## config.mk

```make
export PLATFORM = sky130hd
export DESIGN_NAME = http_header_line_parser
export DESIGN_NICKNAME = d
export VERILOG_FILES = /design/src/rtl/hhlp_pkg.sv /design/src/rtl/hhlp_fifo.sv /design/src/rtl/hhlp_front.sv /design/src/rtl/hhlp_back.sv /design/src/rtl/http_header_line_parser.sv
export SDC_FILE = /design/constraint.sdc
export NUM_CORES = 1
export LEC_CHECK = 0
export BUFFER_PORTS_ARGS = -buffer_cell sky130_fd_sc_hd__buf_2
export CORE_MARGIN = 5
export CORE_UTILIZATION = 34
export CTS_BUF_LIST = sky130_fd_sc_hd__clkbuf_4 sky130_fd_sc_hd__clkbuf_8
export DETAILED_ROUTE_END_ITERATION = 8
export GPL_ROUTABILITY_DRIVEN = 0
export GPL_TIMING_DRIVEN = 0
export HOLD_SLACK_MARGIN = 0.02
export PLACE_DENSITY = 0.54
export SLEW_MARGIN = 20
export SYNTH_ARGS = -nofsm -noshare
export SYNTH_HDL_FRONTEND = slang
export SYNTH_SLANG_ARGS = --single-unit
```

## constraint.sdc

```tcl
create_clock -name clk -period 4.1 [get_ports clk]
set_clock_uncertainty 0.2 [all_clocks]
set_input_delay 0.82 -clock clk [delete_from_list [all_inputs] [get_ports clk]]
set_output_delay 0.82 -clock clk [all_outputs]
set_load 0.01 [all_outputs]
```

## src/rtl/hhlp_pkg.sv

```systemverilog
// Shared types and constants for the HTTP header line parser.
package hhlp_pkg;

    localparam logic [7:0] CHAR_CR    = 8'h0D;
    localparam logic [7:0] CHAR_LF    = 8'h0A;
    localparam logic [7:0] CHAR_COLON = 8'h3A;
    localparam logic [7:0] CHAR_SPACE = 8'h20;

    localparam int LIMIT_W     = 12;
    localparam int VALUE_LEN_W = 13;
    localparam int KEY_LEN_W   = 8;
    localparam logic [LIMIT_W-1:0] LIMIT_RESET = 12'd255;

    typedef enum logic [2:0] {
        KIND_SKIP  = 3'd0,
        KIND_KEY   = 3'd1,
        KIND_SEP   = 3'd2,
        KIND_VALUE = 3'd3,
        KIND_PAIR  = 3'd4,
        KIND_DONE  = 3'd5,
        KIND_BODY  = 3'd6,
        KIND_ERROR = 3'd7
    } byte_kind_t;

    typedef enum logic [3:0] {
        ST_LINE_START = 4'd0,
        ST_KEY        = 4'd1,
        ST_COLON      = 4'd2,
        ST_SPACE      = 4'd3,
        ST_VALUE      = 4'd4,
        ST_CR         = 4'd5,
        ST_LF         = 4'd6,
        ST_END_CR     = 4'd7,
        ST_BODY       = 4'd8,
        ST_ERROR      = 4'd9
    } parse_state_t;

    typedef struct packed {
        logic is_cr;
        logic is_lf;
        logic is_colon;
        logic is_space;
    } byte_class_t;

    typedef struct packed {
        logic        first;
        logic [7:0]  data;
        byte_class_t cls;
    } front_item_t;

    typedef struct packed {
        byte_kind_t             kind;
        logic [7:0]             echo;
        logic [KEY_LEN_W-1:0]   key_length;
        logic [VALUE_LEN_W-1:0] value_length;
    } result_t;

endpackage

```

## src/rtl/hhlp_fifo.sv

```systemverilog
// Small register-based FIFO with push/full and pop/empty sides.
module hhlp_fifo #(
    parameter int WIDTH = 8,
    parameter int DEPTH = 2
) (
    input  logic             clk,
    input  logic             rst_n,
    input  logic             push,
    input  logic [WIDTH-1:0] wdata,
    output logic             full,
    input  logic             pop,
    output logic [WIDTH-1:0] rdata,
    output logic             empty
);

    localparam int PTR_W = (DEPTH > 1) ? $clog2(DEPTH) : 1;
    localparam int CNT_W = $clog2(DEPTH + 1);

    logic [WIDTH-1:0] mem_reg [DEPTH];
    logic [PTR_W-1:0] wr_ptr_reg, wr_ptr_next;
    logic [PTR_W-1:0] rd_ptr_reg, rd_ptr_next;
    logic [CNT_W-1:0] count_reg, count_next;
    logic             do_push, do_pop;

    assign full    = (count_reg == CNT_W'(DEPTH));
    assign empty   = (count_reg == '0);
    assign do_push = push && !full;
    assign do_pop  = pop && !empty;
    assign rdata   = mem_reg[rd_ptr_reg];

    always_comb
    begin
        wr_ptr_next = wr_ptr_reg;
        rd_ptr_next = rd_ptr_reg;
        count_next  = count_reg;
        if (do_push)
        begin
            wr_ptr_next = (wr_ptr_reg == PTR_W'(DEPTH - 1)) ? '0 : wr_ptr_reg + 1'b1;
        end
        if (do_pop)
        begin
            rd_ptr_next = (rd_ptr_reg == PTR_W'(DEPTH - 1)) ? '0 : rd_ptr_reg + 1'b1;
        end
        if (do_push && !do_pop)
        begin
            count_next = count_reg + 1'b1;
        end
        else if (do_pop && !do_push)
        begin
            count_next = count_reg - 1'b1;
        end
    end

    always_ff @(posedge clk or negedge rst_n)
    begin
        if (!rst_n)
        begin
            wr_ptr_reg <= '0;
            rd_ptr_reg <= '0;
            count_reg  <= '0;
        end
        else
        begin
            wr_ptr_reg <= wr_ptr_next;
            rd_ptr_reg <= rd_ptr_next;
            count_reg  <= count_next;
        end
    end

    always_ff @(posedge clk)
    begin
        if (do_push)
        begin
            mem_reg[wr_ptr_reg] <= wdata;
        end
    end

endmodule

```

## src/rtl/hhlp_front.sv

```systemverilog
// Front stage: takes input bytes and registers them with their character class.
module hhlp_front (
    input  logic                 clk,
    input  logic                 rst_n,
    input  logic                 push,
    output logic                 full,
    input  logic                 first_of_request,
    input  logic [7:0]           data_byte,
    output logic                 q_push,
    output hhlp_pkg::front_item_t q_item,
    input  logic                 q_full
);

    logic                  valid_reg, valid_next;
    hhlp_pkg::front_item_t item_reg;
    hhlp_pkg::front_item_t item_in;
    logic                  take;

    assign full   = valid_reg && q_full;
    assign take   = push && !full;
    assign q_push = valid_reg;
    assign q_item = item_reg;

    always_comb
    begin
        item_in.first        = first_of_request;
        item_in.data         = data_byte;
        item_in.cls.is_cr    = (data_byte == hhlp_pkg::CHAR_CR);
        item_in.cls.is_lf    = (data_byte == hhlp_pkg::CHAR_LF);
        item_in.cls.is_colon = (data_byte == hhlp_pkg::CHAR_COLON);
        item_in.cls.is_space = (data_byte == hhlp_pkg::CHAR_SPACE);
        // hold while the queue refuses the staged item
        valid_next = take ? 1'b1 : (valid_reg && q_full);
    end

    always_ff @(posedge clk or negedge rst_n)
    begin
        if (!rst_n)
        begin
            valid_reg <= 1'b0;
        end
        else
        begin
            valid_reg <= valid_next;
        end
    end

    always_ff @(posedge clk)
    begin
        if (take)
        begin
            item_reg <= item_in;
        end
    end

endmodule

```

## src/rtl/hhlp_back.sv

```systemverilog
// Back stage: header grammar state machine, key/value counters, result forming.
module hhlp_back #(
    parameter int KEY_LENGTH_MAX = 255
) (
    input  logic                                   clk,
    input  logic                                   rst_n,
    input  logic [hhlp_pkg::LIMIT_W-1:0]           limit,
    input  logic                                   q_empty,
    input  hhlp_pkg::front_item_t                  q_item,
    output logic                                   q_pop,
    input  logic                                   res_full,
    output logic                                   res_push,
    output hhlp_pkg::result_t                      res
);

    localparam int KEY_W  = $clog2(KEY_LENGTH_MAX + 1);
    localparam int KEXT_W = (KEY_W > 8) ? KEY_W : 8;
    localparam int VW     = hhlp_pkg::VALUE_LEN_W;

    hhlp_pkg::parse_state_t state_reg, state_next, state_cur;
    logic [KEY_W-1:0]       key_cnt_reg, key_cnt_next;
    logic [VW-1:0]          val_cnt_reg, val_cnt_next;
    logic [KEXT_W-1:0]      key_ext;
    hhlp_pkg::byte_class_t  cls;

    assign q_pop    = !q_empty && !res_full;
    assign res_push = q_pop;
    assign cls      = q_item.cls;
    assign key_ext  = KEXT_W'(key_cnt_reg);

    always_comb
    begin
        state_cur        = q_item.first ? hhlp_pkg::ST_LINE_START : state_reg;
        state_next       = state_cur;
        key_cnt_next     = q_item.first ? '0 : key_cnt_reg;
        val_cnt_next     = q_item.first ? '0 : val_cnt_reg;
        res.kind         = hhlp_pkg::KIND_ERROR;
        res.echo         = q_item.data;
        res.key_length   = '0;
        res.value_length = '0;

        unique case (state_cur)
            hhlp_pkg::ST_LINE_START:
            begin
                if (cls.is_cr || cls.is_lf)
                begin
                    res.kind = hhlp_pkg::KIND_SKIP;
                end
                else
                begin
                    key_cnt_next = KEY_W'(1);
                    state_next   = hhlp_pkg::ST_KEY;
                    res.kind     = hhlp_pkg::KIND_KEY;
                end
            end
            hhlp_pkg::ST_KEY:
            begin
                if (cls.is_colon)
                begin
                    state_next = hhlp_pkg::ST_COLON;
                    res.kind   = hhlp_pkg::KIND_SEP;
                end
                else if (cls.is_cr || cls.is_lf)
                begin
                    state_next = hhlp_pkg::ST_ERROR;
                end
                else
                begin
                    if (key_cnt_reg < KEY_W'(KEY_LENGTH_MAX))
                    begin
                        key_cnt_next = key_cnt_reg + 1'b1;
                    end
                    res.kind = hhlp_pkg::KIND_KEY;
                end
            end
            hhlp_pkg::ST_COLON:
            begin
                if (cls.is_space)
                begin
                    state_next = hhlp_pkg::ST_SPACE;
                    res.kind   = hhlp_pkg::KIND_SEP;
                end
                else
                begin
                    state_next = hhlp_pkg::ST_ERROR;
                end
            end
            hhlp_pkg::ST_SPACE:
            begin
                // first value byte is taken whatever it is
                val_cnt_next = VW'(1);
                state_next   = hhlp_pkg::ST_VALUE;
                res.kind     = hhlp_pkg::KIND_VALUE;
            end
            hhlp_pkg::ST_VALUE:
            begin
                if (cls.is_cr)
                begin
                    state_next = hhlp_pkg::ST_CR;
                    res.kind   = hhlp_pkg::KIND_SEP;
                end
                else if (val_cnt_reg > VW'(limit))
                begin
                    state_next = hhlp_pkg::ST_ERROR;
                end
                else
                begin
                    val_cnt_next = val_cnt_reg + 1'b1;
                    res.kind     = hhlp_pkg::KIND_VALUE;
                end
            end
            hhlp_pkg::ST_CR:
            begin
                if (cls.is_lf)
                begin
                    state_next       = hhlp_pkg::ST_LF;
                    res.kind         = hhlp_pkg::KIND_PAIR;
                    res.key_length   = (key_ext > KEXT_W'(255)) ? 8'hFF : key_ext[7:0];
                    res.value_length = val_cnt_reg;
                end
                else
                begin
                    state_next = hhlp_pkg::ST_ERROR;
                end
            end
            hhlp_pkg::ST_LF:
            begin
                if (cls.is_cr)
                begin
                    state_next = hhlp_pkg::ST_END_CR;
                    res.kind   = hhlp_pkg::KIND_SEP;
                end
                else
                begin
                    key_cnt_next = KEY_W'(1);
                    state_next   = hhlp_pkg::ST_KEY;
                    res.kind     = hhlp_pkg::KIND_KEY;
                end
            end
            hhlp_pkg::ST_END_CR:
            begin
                if (cls.is_lf)
                begin
                    state_next = hhlp_pkg::ST_BODY;
                    res.kind   = hhlp_pkg::KIND_DONE;
                end
                else
                begin
                    state_next = hhlp_pkg::ST_ERROR;
                end
            end
            hhlp_pkg::ST_BODY:
            begin
                res.kind = hhlp_pkg::KIND_BODY;
            end
            default:
            begin
                state_next = hhlp_pkg::ST_ERROR;
                res.kind   = hhlp_pkg::KIND_ERROR;
            end
        endcase
    end

    always_ff @(posedge clk or negedge rst_n)
    begin
        if (!rst_n)
        begin
            state_reg   <= hhlp_pkg::ST_LINE_START;
            key_cnt_reg <= '0;
            val_cnt_reg <= '0;
        end
        else if (q_pop)
        begin
            state_reg   <= state_next;
            key_cnt_reg <= key_cnt_next;
            val_cnt_reg <= val_cnt_next;
        end
    end

endmodule

```

## src/rtl/http_header_line_parser.sv

```systemverilog
// Top level of the HTTP header line parser: front stage, queue, back stage, result queue.
//
// Usage:
//   Input channel is queue-like: drive first_of_request/data_byte with push; a byte
//   transfers on a rising edge with push high and full low. Results come out of a
//   queue: while empty is low the oldest result sits on byte_kind, echo_byte,
//   key_length and value_length; it transfers on an edge with pop high.
//   Exactly one result per input byte, in input order.
//   Path: a transferred byte is registered in the front stage, passes the item queue,
//   and the grammar state machine then writes its result into the result queue.
//   Throughput: one byte per cycle while full stays low; the state machine and counters
//   update once per byte, with one compare/increment on the value counter in that path.
//   When pop stays low the two-entry result queue fills, the back stage stops,
//   the two-entry middle queue fills, and full rises; nothing is dropped.
//   cfg_we/cfg_wdata write value_length_limit; write only while the parser is idle.
//   Reset: queues empty, parser at line start, counters zero, limit 255.
module http_header_line_parser #(
    parameter int KEY_LENGTH_MAX = 255
) (
    input  logic        clk,
    input  logic        rst_n,
    input  logic        push,
    output logic        full,
    input  logic        first_of_request,
    input  logic [7:0]  data_byte,
    output logic        empty,
    input  logic        pop,
    output logic [2:0]  byte_kind,
    output logic [7:0]  echo_byte,
    output logic [7:0]  key_length,
    output logic [12:0] value_length,
    input  logic        cfg_we,
    input  logic [11:0] cfg_wdata
);

    localparam int ITEM_W = $bits(hhlp_pkg::front_item_t);
    localparam int RES_W  = $bits(hhlp_pkg::result_t);

    logic [hhlp_pkg::LIMIT_W-1:0] limit_reg;

    logic                  q_push, q_full, q_pop, q_empty;
    hhlp_pkg::front_item_t q_wr_item, q_rd_item;
    logic [ITEM_W-1:0]     q_rdata;

    logic                  res_push, res_full;
    hhlp_pkg::result_t     res_in, res_out;
    logic [RES_W-1:0]      res_rdata;

    always_ff @(posedge clk or negedge rst_n)
    begin
        if (!rst_n)
        begin
            limit_reg <= hhlp_pkg::LIMIT_RESET;
        end
        else if (cfg_we)
        begin
            limit_reg <= cfg_wdata;
        end
    end

    hhlp_front u_front (
        .clk              (clk),
        .rst_n            (rst_n),
        .push             (push),
        .full             (full),
        .first_of_request (first_of_request),
        .data_byte        (data_byte),
        .q_push           (q_push),
        .q_item           (q_wr_item),
        .q_full           (q_full)
    );

    hhlp_fifo #(
        .WIDTH (ITEM_W),
        .DEPTH (2)
    ) u_item_q (
        .clk   (clk),
        .rst_n (rst_n),
        .push  (q_push),
        .wdata (q_wr_item),
        .full  (q_full),
        .pop   (q_pop),
        .rdata (q_rdata),
        .empty (q_empty)
    );

    assign q_rd_item = hhlp_pkg::front_item_t'(q_rdata);

    hhlp_back #(
        .KEY_LENGTH_MAX (KEY_LENGTH_MAX)
    ) u_back (
        .clk      (clk),
        .rst_n    (rst_n),
        .limit    (limit_reg),
        .q_empty  (q_empty),
        .q_item   (q_rd_item),
        .q_pop    (q_pop),
        .res_full (res_full),
        .res_push (res_push),
        .res      (res_in)
    );

    hhlp_fifo #(
        .WIDTH (RES_W),
        .DEPTH (2)
    ) u_res_q (
        .clk   (clk),
        .rst_n (rst_n),
        .push  (res_push),
        .wdata (res_in),
        .full  (res_full),
        .pop   (pop),
        .rdata (res_rdata),
        .empty (empty)
    );

    assign res_out      = hhlp_pkg::result_t'(res_rdata);
    assign byte_kind    = res_out.kind;
    assign echo_byte    = res_out.echo;
    assign key_length   = res_out.key_length;
    assign value_length = res_out.value_length;

    // back stage never writes a result the queue cannot hold
    a_res_no_overflow: assert property (@(posedge clk) disable iff (!rst_n)
        !(res_push && res_full))
        else $error("result written into a full queue");

    // a new request starting with a non-delimiter byte is always a key byte
    a_first_is_key: assert property (@(posedge clk) disable iff (!rst_n)
        (q_pop && q_rd_item.first && !q_rd_item.cls.is_cr && !q_rd_item.cls.is_lf)
        |-> (res_in.kind == hhlp_pkg::KIND_KEY))
        else $error("first byte of request not classified as key");

    // lengths are reported only on a completed pair
    a_len_only_on_pair: assert property (@(posedge clk) disable iff (!rst_n)
        (res_push && (res_in.kind != hhlp_pkg::KIND_PAIR))
        |-> (res_in.value_length == '0 && res_in.key_length == '0))
        else $error("length reported outside a completed pair");

    // a result waiting at the head holds while not popped
    a_head_holds: assert property (@(posedge clk) disable iff (!rst_n)
        (!empty && !pop) |=> (!empty && $stable(res_rdata)))
        else $error("queued result changed before transfer");

endmodule
```

# == Word-level counts from Yosys, hierarchy flattened ==
# Memories as Yosys holds them, arrays and structs flattened.
# Cells that the tools add are included.
# Widths: inputs -> output; s select.
# op_classes
n_addsub,10
magnitude_cmp,3
n_eq_ne,14
n_mux,48
reduce_logical,26
# op_table
operator,n
$mux 8,7
$mux 21,2
$mux 13,3
$pmux 4 s9,1
$mux 4,8
$pmux 3 s9,1
$pmux 13 s2,1
$pmux 8 s3,1
$mux 3,6
$eq 4x3->1 const B,4
$eq 8x4->1 const B,2
$eq 8x6->1 const B,2
$mux 2,7
$add 13x1->13 const B,1
$gt 13x12->1,1
$logic_and 1x1->1,11
$mux 1,11
$logic_not 1->1,9
$add 8x1->8 const B,1
$eq 4x2->1 const B,2
$gt 8x8->1 const B,1
$lt 8x8->1 const B,1
$add 1x1->1 const B,4
$add 2x1->2 const B,2
8 further kinds,12
# word_totals
regBits,59
mem_bits_rw,90
in_bits,26
output_inout_bits,34
wordCells,120
n_memories,2
# mem_list
name,depth,word_bits,rd,rd_ports_with_merged_regs,write_ports,line,rtl
u_res_q.mem_reg,2,32,1,0,1,hhlp_fifo.sv:19,logic [WIDTH-1:0] mem_reg [DEPTH];
u_item_q.mem_reg,2,13,1,0,1,hhlp_fifo.sv:19,

# == Logic depth before layout (Yosys ltp) ==
# logic_depth
depth_word,8
mapped_depth,9
mapped_depth_nobuf,8

# == Hierarchy ==
# A second synthesis with hierarchy kept.
# hier_totals
hier_cells,579
area_unflattened_um2,7388.3
# modules_own_cells
module,instances,cells_each,area_each_um2,seq_area_each_um2
hhlp_fifo at u_res_q,1,119,2658.8,2021.9
hhlp_back,1,349,2562.5,625.6
hhlp_fifo at u_item_q,1,59,1168.6,880.8
hhlp_front,1,27,504.2,415.4
http_header_line_parser,1,25,494.2,310.3

# == Worst setup path before layout ==
# Ideal clock, no wire load.
# synth_timing
path_type,flip-flop to flip-flop
start,reg u_res_q.count_reg[1]
end,"mem u_res_q.mem_reg[0][0] (netlist bit), enable pin"
arrival_ns,2.237
setup_slack_ns,1.241
path_stages_with_launch,5
n_path_buf,1
period_less_slack_ns,2.859
cell_sequence,dfrtp_1 inv_1 o22ai_2 clkbuf_1 nor2_1
# synth_between
elab_chain_cells,6
# synth_rtl
item,line,rtl
"start, declared",hhlp_fifo.sv:22,"logic [CNT_W-1:0] count_reg, count_next;"
"start signal, assigned",hhlp_fifo.sv:66,count_reg <= count_next;
$eq 2x2->1 (*),hhlp_fifo.sv:25,assign full = (count_reg == CNT_W'(DEPTH));
$logic_not 1->1 (*),"hhlp_fifo.sv:27, hhlp_back.sv:26",
$logic_and 1x1->1,hhlp_back.sv:26,assign q_pop = !q_empty && !res_full;
$logic_and 1x1->1 (*),hhlp_fifo.sv:27,assign do_push = push && !full;
$mux 1 (*),hhlp_fifo.sv:72,if (do_push)
$mux 1 (implied by the code) (*),hhlp_fifo.sv:74,mem_reg[wr_ptr_reg] <= wdata;
"end, declared",hhlp_fifo.sv:19,
# Mark *: on every way between the ends. The rest lies on a longest branch, timed or not.

# == Final worst setup path ==
# layout_timing
start,reg u_res_q.rd_ptr_reg
end,out byte_kind[1]
# layout_between
elab_chain_cells,1
# layout_rtl
item,line,rtl
"start, declared",hhlp_fifo.sv:21,"logic [PTR_W-1:0] rd_ptr_reg, rd_ptr_next;"
"start signal, assigned",hhlp_fifo.sv:65,rd_ptr_reg <= rd_ptr_next;
$mem_v2 2x32,--,
"end, declared",http_header_line_parser.sv:28,"output logic [2:0] byte_kind,"
# Every way passes these cells.

==> reports/metrics.cfg <==
[logic_synthesis]
netlist_instances=550
ys.flop_type=edfxtp_1
syn-num-nets=592
syn_area_per_cell_um2=12.56
synth_cell_types=67
synth-async-reset-ratio_pct=30.87
synth_area_mm2=0.006909
ys_warn_count=0
ys_seq_elements=149
synth_edf_count=103
yosysSeqAreaShare_pct=61.57

[timing]
hold_slack_ns=0.1731
rsz0062_at_grt=no
fin_ws_ns=0.9856
tightest_slew_ns=1.034
finalSetupTns_ns=0
setup_viol=0
timing.final.crit_share_pct=75.96
slew_viol_final=0
fmax_mhz=321.1
period_minus_slack_ns=3.114
hold_violations=0
slew_headroom_pct=30.81

[die]
num_rows=52
core-area_mm2=0.02010
dieArea_mm2=0.02327
die_x_um=152.6
start_util_pct=34.37
die_h_um=152.6
io_pins=60

[setup_path]
path_class=flop to output port
startpoint=u_res_q.rd_ptr_reg
r2r_start=limit_reg[4]
critPathArrivalTime_ns=2.09
endpoint_kind=output port
worstPathRequired_ns=3.08
crit_path_max_fanout=10
start_kind=flop

[power_and_ir_drop]
ir_drop_uv=324.1
p_leak_nw=3.110
power_density_mw_per_mm2=717.8
power_mw=5.752

[clock_tree]
cts_sinks=149
postCtsSetupBuffers=0
hold_buffers=0
clockRootBuffer=clkbuf_8
cts_resized=0
h-tree-depth=4
clk_pin_slew_ns=0.09
cts_made_buffers=17
ctsLongestPathBuffers=2
clkLatencyLatePin_ns=0.46
cts_tree=built

[final_layout]
layout-drive-gt1-share_pct=26.28
largest_reg_flops=64
num_antenna_cells=0
syn_to_final_growth_pct=15.97
nets=672
stdcell_count=913
finalInstanceArea_mm2=0.008013
utilization_pct=39.86

[routing]
route.detailed.drc=0
first_iter_violations=263
wirelength_um=14120
drtAntennaViolNets=0
drt_pass1_iterations=6
route.vias.total=4538
vias_per_cell=4.970
routedWlPerCell_um=15.46

[placed_design]
dpl.hpwl_um=9929
io_buffers=59
preCtsSetupSlack_ns=1.417
placed_cells=881
placed_area_mm2=0.007591

[outcome]
outcome=completed

[global_route]
met3_usage_pct=3.522
grt_usage_pct=12.54
grt_pass1_wl_um=23610
grt_use_met1_pct=16.64
antenna_found_initial=0
grt_max_degree=47
busiest_layer=met2
grt-ovfl-total=0
grt_pass1_vias=4553
grt_util_met2_pct=19.69

[min_path]
hold_class=primary input to asynchronous set/reset pin

[flow_run]
drv_cap=0

power breakdown:
part           leakage, nW  switching [mW]  internal [mW]
registers             1.57           0.169           2.24
logic                 1.34            1.31          0.872
clock network        0.205           0.643          0.520
cells in the final DEF (no fill, tap or decap), types with 17 or more instances in the layout:
cell type  count
inv_1         25
mux2_2        43
nor2_1        29
and2_1        25
dfrtp_1       38
buf_2         64
edfxtp_1     103
nand2_1       41
o21ai_0       35
a21oi_1       26
clkbuf_8      17
Yosys cell counts (4+ instances only):
library cell  instances  share of area, %
a21oi_1              26               1.9
a22oi_1               5              0.54
a31oi_1              11               1.0
and2_1               26               2.4
and3_1                5              0.45
buf_2                 6              0.43
clkbuf_1             16              0.87
dfrtp_1              38                14
dfstp_2               8               3.0
edfxtp_1            103                45
ha_1                 16               2.9
inv_1                25               1.4
mux2_2               43               7.0
nand2_1              41               2.2
nand2b_1              7              0.63
nand3_1              13              0.94
nand4_1               4              0.36
nor2_1               30               1.6
nor3_1               13              0.94
o21ai_0              35               2.5
o31ai_1               4              0.43
xnor2_1               8               1.0
layer usage:
metal,share of wire [%],vias to the layer above,wire length (um)
li1,-,2201,-
met1,46,2173,6501
met2,47,143,6675
met3,4.8,21,677
met4,1.9,0,263
met5,0,-,0
layout make-up:
cell class,instances,area (um2)
fill,1905,12090
sequential,149,4254
multi-input combinational,350,2450
timing repair buffer,61,337.8
tap,270,337.8
clock buffer,17,234.0
clock inverter,15,185.2
buffer,26,120.1
inverter,25,93.84
path summary, 6_finish.rpt:
kind	slack, ns	depth (start not counted)	to
max	0.99	4	byte_kind[1]
min	0.17	1	limit_reg[10]
max reg2reg	1.41	9	u_back.val_cnt_reg[2]
min reg2reg	0.25	0	u_item_q.mem_reg[1][4]
max in group asynchronous	3.12	1	u_back.key_cnt_reg[1]
min in group clk	0.25	0	u_item_q.mem_reg[1][4]
cell families (layout without fill, tap and decap cells):
| group | count (synthesis) | in the layout | share of synthesized area (%) |
|---|---|---|---|
| AO/OA/AOI/OAI | 113 | 113 | 10.43 |
| XOR/XNOR | 11 | 11 | 1.395 |
| adder cells (fa/ha/maj) | 16 | 16 | 2.897 |
| buffers and inverters | 51 | 144 | 3.097 |
| flip-flops | 149 | 149 | 61.57 |
| multiplexers | 49 | 49 | 8.167 |
| AND/OR/NAND/NOR | 161 | 161 | 12.44 |
worst max-delay path: stages, from the launching register on:
cell and delay, ns:
dfrtp_1 0.33, clkbuf_1 0.24, clkbuf_1 0.51, mux2_2 0.41
buf_2 0.14
(Power assumes the default switching activity.)
